==> src/rtl/b64d_pkg.sv <==
// ----------------------------------------------------------------------------
// b64d_pkg
// Types and constants shared by the Base64 stream decoder modules.
// ----------------------------------------------------------------------------
package b64d_pkg;

    // Default queue depths (entries); each must be at least 2.
    localparam int MID_DEPTH_DEF = 2;
    localparam int OUT_DEPTH_DEF = 2;

    // Position of the next sextet within its group of four.
    localparam logic [1:0] PHASE_0 = 2'd0;
    localparam logic [1:0] PHASE_1 = 2'd1;
    localparam logic [1:0] PHASE_2 = 2'd2;
    localparam logic [1:0] PHASE_3 = 2'd3;

    // Input item: one raw character.
    typedef struct packed {
        logic [7:0] char_in;
        logic       stream_end;
    } in_item_t;

    // Result item.
    typedef struct packed {
        logic [7:0] data_byte;
        logic       byte_valid;
        logic       end_of_stream;
        logic       length_error;
    } out_item_t;

    // Classified character passed from front to back.
    typedef struct packed {
        logic [5:0] sextet;
        logic       in_alphabet;
        logic       last;
    } sym_t;

endpackage

==> src/rtl/b64d_fifo.sv <==
// ----------------------------------------------------------------------------
// b64d_fifo
// Small synchronous queue with push/full and pop/empty, head shown while
// not empty. Push and pop may happen in the same cycle.
// ----------------------------------------------------------------------------
module b64d_fifo #(
    parameter int WIDTH = 8,
    parameter int DEPTH = b64d_pkg::MID_DEPTH_DEF
) (
    input  logic             clk,
    input  logic             rst_n,
    input  logic             push,
    input  logic [WIDTH-1:0] wdata,
    output logic             full,
    input  logic             pop,
    output logic [WIDTH-1:0] rdata,
    output logic             empty
);

    localparam int PTR_W = $clog2(DEPTH);
    localparam int CNT_W = $clog2(DEPTH + 1);
    localparam logic [PTR_W-1:0] LAST_PTR = PTR_W'(DEPTH - 1);
    localparam logic [CNT_W-1:0] FULL_CNT = CNT_W'(DEPTH);

    logic [WIDTH-1:0] mem_reg [DEPTH];
    logic [PTR_W-1:0] wr_ptr_reg, wr_ptr_next;
    logic [PTR_W-1:0] rd_ptr_reg, rd_ptr_next;
    logic [CNT_W-1:0] count_reg, count_next;
    logic             do_push, do_pop;

    assign full    = (count_reg == FULL_CNT);
    assign empty   = (count_reg == '0);
    assign do_push = push && !full;
    assign do_pop  = pop && !empty;
    assign rdata   = mem_reg[rd_ptr_reg];

    always_comb
    begin
        wr_ptr_next = wr_ptr_reg;
        rd_ptr_next = rd_ptr_reg;
        count_next  = count_reg;
        if (do_push)
        begin
            wr_ptr_next = (wr_ptr_reg == LAST_PTR) ? '0 : wr_ptr_reg + 1'b1;
        end
        if (do_pop)
        begin
            rd_ptr_next = (rd_ptr_reg == LAST_PTR) ? '0 : rd_ptr_reg + 1'b1;
        end
        if (do_push && !do_pop)
        begin
            count_next = count_reg + 1'b1;
        end
        else if (do_pop && !do_push)
        begin
            count_next = count_reg - 1'b1;
        end
    end

    always_ff @(posedge clk or negedge rst_n)
    begin
        if (!rst_n)
        begin
            wr_ptr_reg <= '0;
            rd_ptr_reg <= '0;
            count_reg  <= '0;
        end
        else
        begin
            wr_ptr_reg <= wr_ptr_next;
            rd_ptr_reg <= rd_ptr_next;
            count_reg  <= count_next;
        end
    end

    always_ff @(posedge clk)
    begin
        if (do_push)
        begin
            mem_reg[wr_ptr_reg] <= wdata;
        end
    end

endmodule

==> src/rtl/b64d_front.sv <==
// ----------------------------------------------------------------------------
// b64d_front
// Maps a raw character through the standard Base64 alphabet to a sextet and
// flags characters outside it ('=' included).
// ----------------------------------------------------------------------------
module b64d_front (
    input  b64d_pkg::in_item_t item,
    output b64d_pkg::sym_t     sym
);

    localparam logic [7:0] CHAR_UP_A  = 8'h41;
    localparam logic [7:0] CHAR_UP_Z  = 8'h5A;
    localparam logic [7:0] CHAR_LO_A  = 8'h61;
    localparam logic [7:0] CHAR_LO_Z  = 8'h7A;
    localparam logic [7:0] CHAR_0     = 8'h30;
    localparam logic [7:0] CHAR_9     = 8'h39;
    localparam logic [7:0] CHAR_PLUS  = 8'h2B;
    localparam logic [7:0] CHAR_SLASH = 8'h2F;

    localparam logic [7:0] OFS_LO  = 8'd26;
    localparam logic [7:0] OFS_DIG = 8'd52;

    logic [7:0] ch;
    logic [7:0] val;

    assign ch = item.char_in;

    always_comb
    begin
        val             = '0;
        sym.in_alphabet = 1'b1;
        if (ch >= CHAR_UP_A && ch <= CHAR_UP_Z)
        begin
            val = ch - CHAR_UP_A;
        end
        else if (ch >= CHAR_LO_A && ch <= CHAR_LO_Z)
        begin
            val = ch - CHAR_LO_A + OFS_LO;
        end
        else if (ch >= CHAR_0 && ch <= CHAR_9)
        begin
            val = ch - CHAR_0 + OFS_DIG;
        end
        else if (ch == CHAR_PLUS)
        begin
            val = 8'd62;
        end
        else if (ch == CHAR_SLASH)
        begin
            val = 8'd63;
        end
        else
        begin
            sym.in_alphabet = 1'b0;
        end
        sym.sextet = val[5:0];
        sym.last   = item.stream_end;
    end

endmodule

==> src/rtl/b64d_back.sv <==
// ----------------------------------------------------------------------------
// b64d_back
// Packs sextets into bytes, tracks the raw character count and builds the
// result items, including the end-of-stream result.
// ----------------------------------------------------------------------------
module b64d_back (
    input  logic                clk,
    input  logic                rst_n,
    input  b64d_pkg::sym_t      sym,
    input  logic                sym_empty,
    output logic                sym_pop,
    output b64d_pkg::out_item_t res,
    output logic                res_push,
    input  logic                res_full
);

    logic [1:0] phase_reg, phase_next;
    logic [7:0] partial_reg, partial_next;
    logic [1:0] raw_cnt_reg, raw_cnt_next;
    logic [1:0] raw_inc;
    logic       have_byte;
    logic [7:0] byte_val;
    logic       take;

    // A symbol is retired only when the result queue can take its result.
    assign take    = !sym_empty && !res_full;
    assign sym_pop = take;
    assign raw_inc = raw_cnt_reg + 2'd1;

    always_comb
    begin
        phase_next   = phase_reg;
        partial_next = partial_reg;
        have_byte    = 1'b0;
        byte_val     = '0;
        if (sym.in_alphabet)
        begin
            phase_next = phase_reg + 2'd1;
            unique case (phase_reg)
                b64d_pkg::PHASE_0:
                begin
                    partial_next = {sym.sextet, 2'b00};
                end
                b64d_pkg::PHASE_1:
                begin
                    byte_val     = partial_reg | {6'd0, sym.sextet[5:4]};
                    partial_next = {sym.sextet[3:0], 4'd0};
                    have_byte    = 1'b1;
                end
                b64d_pkg::PHASE_2:
                begin
                    byte_val     = partial_reg | {4'd0, sym.sextet[5:2]};
                    partial_next = {sym.sextet[1:0], 6'd0};
                    have_byte    = 1'b1;
                end
                b64d_pkg::PHASE_3:
                begin
                    byte_val     = partial_reg | {2'd0, sym.sextet};
                    partial_next = '0;
                    have_byte    = 1'b1;
                end
                default:
                begin
                    partial_next = partial_reg;
                end
            endcase
        end
        raw_cnt_next = raw_inc;
        // End of stream starts a fresh stream
        if (sym.last)
        begin
            phase_next   = b64d_pkg::PHASE_0;
            partial_next = '0;
            raw_cnt_next = '0;
        end

        res.data_byte     = byte_val;
        res.byte_valid    = have_byte;
        res.end_of_stream = sym.last;
        res.length_error  = sym.last && (raw_inc != 2'd0);
        res_push          = take && (have_byte || sym.last);
    end

    always_ff @(posedge clk or negedge rst_n)
    begin
        if (!rst_n)
        begin
            phase_reg   <= b64d_pkg::PHASE_0;
            partial_reg <= '0;
            raw_cnt_reg <= '0;
        end
        else if (take)
        begin
            phase_reg   <= phase_next;
            partial_reg <= partial_next;
            raw_cnt_reg <= raw_cnt_next;
        end
    end

endmodule

==> src/rtl/base64_stream_decoder.sv <==
// ----------------------------------------------------------------------------
// base64_stream_decoder
// Streaming Base64 (standard alphabet) decoder, one character per item.
//
//   channel | direction | handshake          | payload
//   --------+-----------+--------------------+---------------------------
//   input   | in        | push / full        | in_item  (char, end mark)
//   result  | out       | pop / empty        | out_item (byte, flags)
//
// One character per clock sustained while the result queue is not full; a
// character passes through the symbol queue, then the result queue. Characters
// that complete no byte and are not last produce no result. The symbol queue
// lets the front keep accepting while the result side stalls; full rises when
// the symbol queue is full. Reset clears queue pointers and the decode state.
// ----------------------------------------------------------------------------
module base64_stream_decoder #(
    parameter int MID_DEPTH = b64d_pkg::MID_DEPTH_DEF,
    parameter int OUT_DEPTH = b64d_pkg::OUT_DEPTH_DEF
) (
    input  logic                clk,
    input  logic                rst_n,
    input  logic                push,
    output logic                full,
    input  b64d_pkg::in_item_t  in_item,
    output logic                empty,
    input  logic                pop,
    output b64d_pkg::out_item_t out_item
);

    localparam int SYM_W = $bits(b64d_pkg::sym_t);
    localparam int RES_W = $bits(b64d_pkg::out_item_t);

    b64d_pkg::sym_t      sym_in;
    b64d_pkg::sym_t      sym_head;
    logic                sym_empty;
    logic                sym_pop;
    b64d_pkg::out_item_t res;
    logic                res_push;
    logic                res_full;

    b64d_front u_front (
        .item (in_item),
        .sym  (sym_in)
    );

    b64d_fifo #(
        .WIDTH (SYM_W),
        .DEPTH (MID_DEPTH)
    ) u_sym_q (
        .clk   (clk),
        .rst_n (rst_n),
        .push  (push),
        .wdata (sym_in),
        .full  (full),
        .pop   (sym_pop),
        .rdata (sym_head),
        .empty (sym_empty)
    );

    b64d_back u_back (
        .clk       (clk),
        .rst_n     (rst_n),
        .sym       (sym_head),
        .sym_empty (sym_empty),
        .sym_pop   (sym_pop),
        .res       (res),
        .res_push  (res_push),
        .res_full  (res_full)
    );

    b64d_fifo #(
        .WIDTH (RES_W),
        .DEPTH (OUT_DEPTH)
    ) u_res_q (
        .clk   (clk),
        .rst_n (rst_n),
        .push  (res_push),
        .wdata (res),
        .full  (res_full),
        .pop   (pop),
        .rdata (out_item),
        .empty (empty)
    );

endmodule

==> config.mk <==
export PLATFORM = sky130hd
export DESIGN_NAME = base64_stream_decoder
export DESIGN_NICKNAME = d
export VERILOG_FILES = /design/src/rtl/b64d_pkg.sv /design/src/rtl/b64d_fifo.sv /design/src/rtl/b64d_front.sv /design/src/rtl/b64d_back.sv /design/src/rtl/base64_stream_decoder.sv
export SDC_FILE = /design/constraint.sdc
export NUM_CORES = 1
export LEC_CHECK = 0
export ABC_AREA = 0
export BUFFER_PORTS_ARGS = -buffer_cell sky130_fd_sc_hd__buf_2
export CORE_ASPECT_RATIO = 0.5
export CORE_MARGIN = 3
export CORE_UTILIZATION = 30
export DETAILED_ROUTE_END_ITERATION = 6
export GPL_ROUTABILITY_DRIVEN = 0
export GPL_TIMING_DRIVEN = 0
export PLACE_DENSITY = 0.51
export SETUP_SLACK_MARGIN = 0.15
export SYNTH_ARGS = -nofsm -noshare
export SYNTH_HDL_FRONTEND = slang
export SYNTH_SLANG_ARGS = --single-unit
==> constraint.sdc <==
create_clock -name clk -period 6.3 [get_ports clk]
set_input_delay 0.63 -clock clk [delete_from_list [all_inputs] [get_ports clk]]
set_output_delay 0.63 -clock clk [all_outputs]
set_load 0.02 [all_outputs]
==> flow_metrics.tcl <==
set metrics [dict create \
    cp_data_required_time_ps 6210 \
    cts-buffers-inserted 5 \
    grt_setup_unrepaired "false" \
    yosysUniqueCellTypes 52 \
    hold_viol 0 \
    pin_count 26 \
    finalCritPeriodShare 0.4156 \
    slew_headroom 0.3597 \
    postSynthCellCount 238 \
    worst_hold_slack_ps 278.5 \
    route.detailed.drc 0 \
    fp.dieW_um 146.8 \
    wl_um 5579 \
    yosys_warnings 0 \
    path_max_fanout 11 \
    diodes 0 \
    clock_latency_ps 280 \
    die_area_um2 11220 \
    grt_pass1_vias 1864 \
    p_comb_frac 0.423 \
    clock_skew_ps 2.577 \
    largest_reg_flops 22 \
    seqPwrFrac 0.387 \
    cts.path.max_buffers 2 \
    cts_sinks 56 \
    die_h_um 76.42 \
    synth_fp_nets 267 \
    busiest_layer "met2" \
    syn_to_final_growth_pct 15.14 \
    gr-usage-met1 0.1320 \
    drive_gt1_frac 0.2251 \
    std_cell_rows 24 \
    criticalPathCategory "register to register" \
    drv_cap 0 \
    p_switching_uw 559.7 \
    setup_viol 0 \
    synth-seq-cells 56 \
    syn_area_um2 2975 \
    ir_drop_uv 136.3 \
    grt_pass1_wl_um 8887 \
    grtUsageMet2 0.1547 \
    dp_hpwl_um 4135 \
    ant_nets 0 \
    worstSetupStartpointType "register" \
    p_total_mw 1.567 \
    tightest_slew_ps 958.5 \
    htree_levels 2 \
    grt_max_degree 19 \
    nNetsFinal 299 \
    status "complete, no violations" \
    cts_hold_buf 0 \
    port_buffers 25 \
    min_path_type "primary input to asynchronous set/reset pin" \
    synth_area_per_cell_um2 12.50 \
    tritoncts "built" \
    ctsResizeCount 0 \
    vias 1941 \
    swShare 0.3572 \
    ys_seq_area_frac 0.5349 \
    power_density_nw_per_um2 457.4 \
    synth-main-ff-cell "edfxtp_1" \
    firstDrtPassIters 5 \
    clk_pin_slew_worst_paths_ps 60 \
    drtIter0Drc 119 \
    postCtsSetupRepairBufs 0 \
    synth_async_sr_flop_share 0.3214 \
    power.leakage_nw 1.348 \
    drv_slew 0 \
    initial_utilization 0.3249 \
    grt-ovfl-total 0 \
    min_period_ps 2619 \
    coreArea_um2 9159 \
    wl_per_cell_um 13.91 \
    fin_util 0.3740 \
    fin_tns_setup_ps 0 \
    grtUsageMet3 0.02674 \
    end_kind "register" \
    p_clk_frac 0.190 \
    via_per_inst 4.840 \
    arrival_ps 2530 \
    cts-root-buf "clkbuf_16" \
    p_int_mw 1.007 \
    synth_edf_count 38 \
    grt_antenna_before_repair 0 \
    grt_usage 0.09792 \
    fmax_mhz 381.9 \
]
## worst paths after layout
| check | from | end | slack (ps) | cells past startpoint |
|---|---|---|---|---|
| max | u_back.phase_reg[0] | u_res_q.mem_reg[0][10] | 3680 | 7 |
| min | rst_n | u_sym_q.wr_ptr_reg | 280 | 1 |
| max reg2reg | u_back.phase_reg[0] | u_res_q.mem_reg[0][10] | 3680 | 7 |
| min reg2reg | u_res_q.wr_ptr_reg | u_res_q.wr_ptr_reg | 500 | 1 |
| max in group asynchronous | rst_n | u_back.partial_reg[2] | 5720 | 1 |
| min in group clk | u_res_q.wr_ptr_reg | u_res_q.wr_ptr_reg | 500 | 1 |
## final cells by class
cell class / count / area [um^2]
Buffer: 7 / 41.29
Clock buffer: 5 / 125.1
Clock inverter: 3 / 37.54
Fill cell: 924 / 5733
Inverter: 17 / 63.81
Multi-Input combinational cell: 158 / 1279
Sequential cell: 56 / 1592
Tap cell: 130 / 162.7
Timing Repair Buffer: 25 / 125.1
## cell usage after synthesis, types with 3 or more instances
library cell / count / area (um^2)
clkbuf_1: 4 / 15.01
mux2_2: 19 / 214.0
edfxtp_1: 38 / 1141
o21ai_0: 12 / 60.06
and3_1: 3 / 18.77
a22o_1: 8 / 70.07
nor3_1: 4 / 20.02
xnor2_1: 7 / 61.31
dfrtp_1: 18 / 450.4
nor2_1: 13 / 48.80
xor2_1: 5 / 43.79
a31oi_1: 4 / 25.02
ha_1: 16 / 200.2
inv_1: 17 / 63.81
o21ai_1: 3 / 15.01
nor2b_1: 4 / 25.02
a221oi_1: 3 / 26.28
a21oi_1: 8 / 40.04
nand2_1: 7 / 26.28
## critical path: stages (launching register included)
cell      delay, ps
dfrtp_1         400
inv_1            80
ha_1            190
clkbuf_1        200
or2_1           280
buf_6           140
a21oi_4         160
nor2b_1         780
## power by group through the flow
stage | Clock, mW | Combinational (mW) | Sequential (mW)
floorplan | 0 | 0.512 | 0.600
global placement | 0 | 0.658 | 0.609
detailed placement | 0 | 0.671 | 0.615
CTS | 0.308 | 0.676 | 0.608
global route | 0.326 | 0.731 | 0.621
finish | 0.298 | 0.663 | 0.607
## routing by layer
layer  part of all wire  up-vias
met1               0.51      933
li1                   -      955
met3              0.044        7
met5                  0        -
met2               0.44       46
met4              0.012        0
## per-stage QoR
stage,std cells,setup WS [ps],area (um^2)
finish,401,3681,3426
global route,401,3447,3426
CTS,401,3612,3426
detailed placement,393,3621,3263
global placement,393,3666,3263
floorplan,238,4029,2975
## layout by cell type (no fill, tap or decap), types with 2 or more instances in the layout
master / n
nand2_1: 7
buf_6: 2
a221oi_1: 3
mux2_2: 19
xor2_1: 5
a21oi_1: 8
o211ai_1: 2
a31oi_1: 4
nor2_1: 13
a22o_1: 8
o21ai_1: 3
nor2b_1: 4
a32o_1: 2
nor3_4: 2
a22oi_1: 2
o22ai_2: 2
clkinv_1: 2
inv_1: 17
buf_2: 25
and3_1: 3
clkbuf_16: 5
nor3_1: 4
ha_1: 16
a222oi_1: 2
nand3_1: 2
o21ai_0: 12
nand4_1: 2
edfxtp_1: 38
nand2b_1: 2
clkbuf_1: 4
dfrtp_1: 18
xnor2_1: 7
mux2i_1: 2
and2_1: 2
## cells by family (layout without fill, tap and decap cells)
family | after synthesis | count (layout) | synth area share
AOI/OAI and AO/OA | 59 | 59 | 0.1463
DFF | 56 | 56 | 0.5349
and+or+nand+nor | 49 | 49 | 0.09462
buffers and inverters | 24 | 57 | 0.03532
muxes | 22 | 22 | 0.08621
adders and majority gates | 16 | 16 | 0.06728
xor gates and xnor gates | 12 | 12 | 0.03532
No activity file was read; power rests on OpenSTA's default activity.
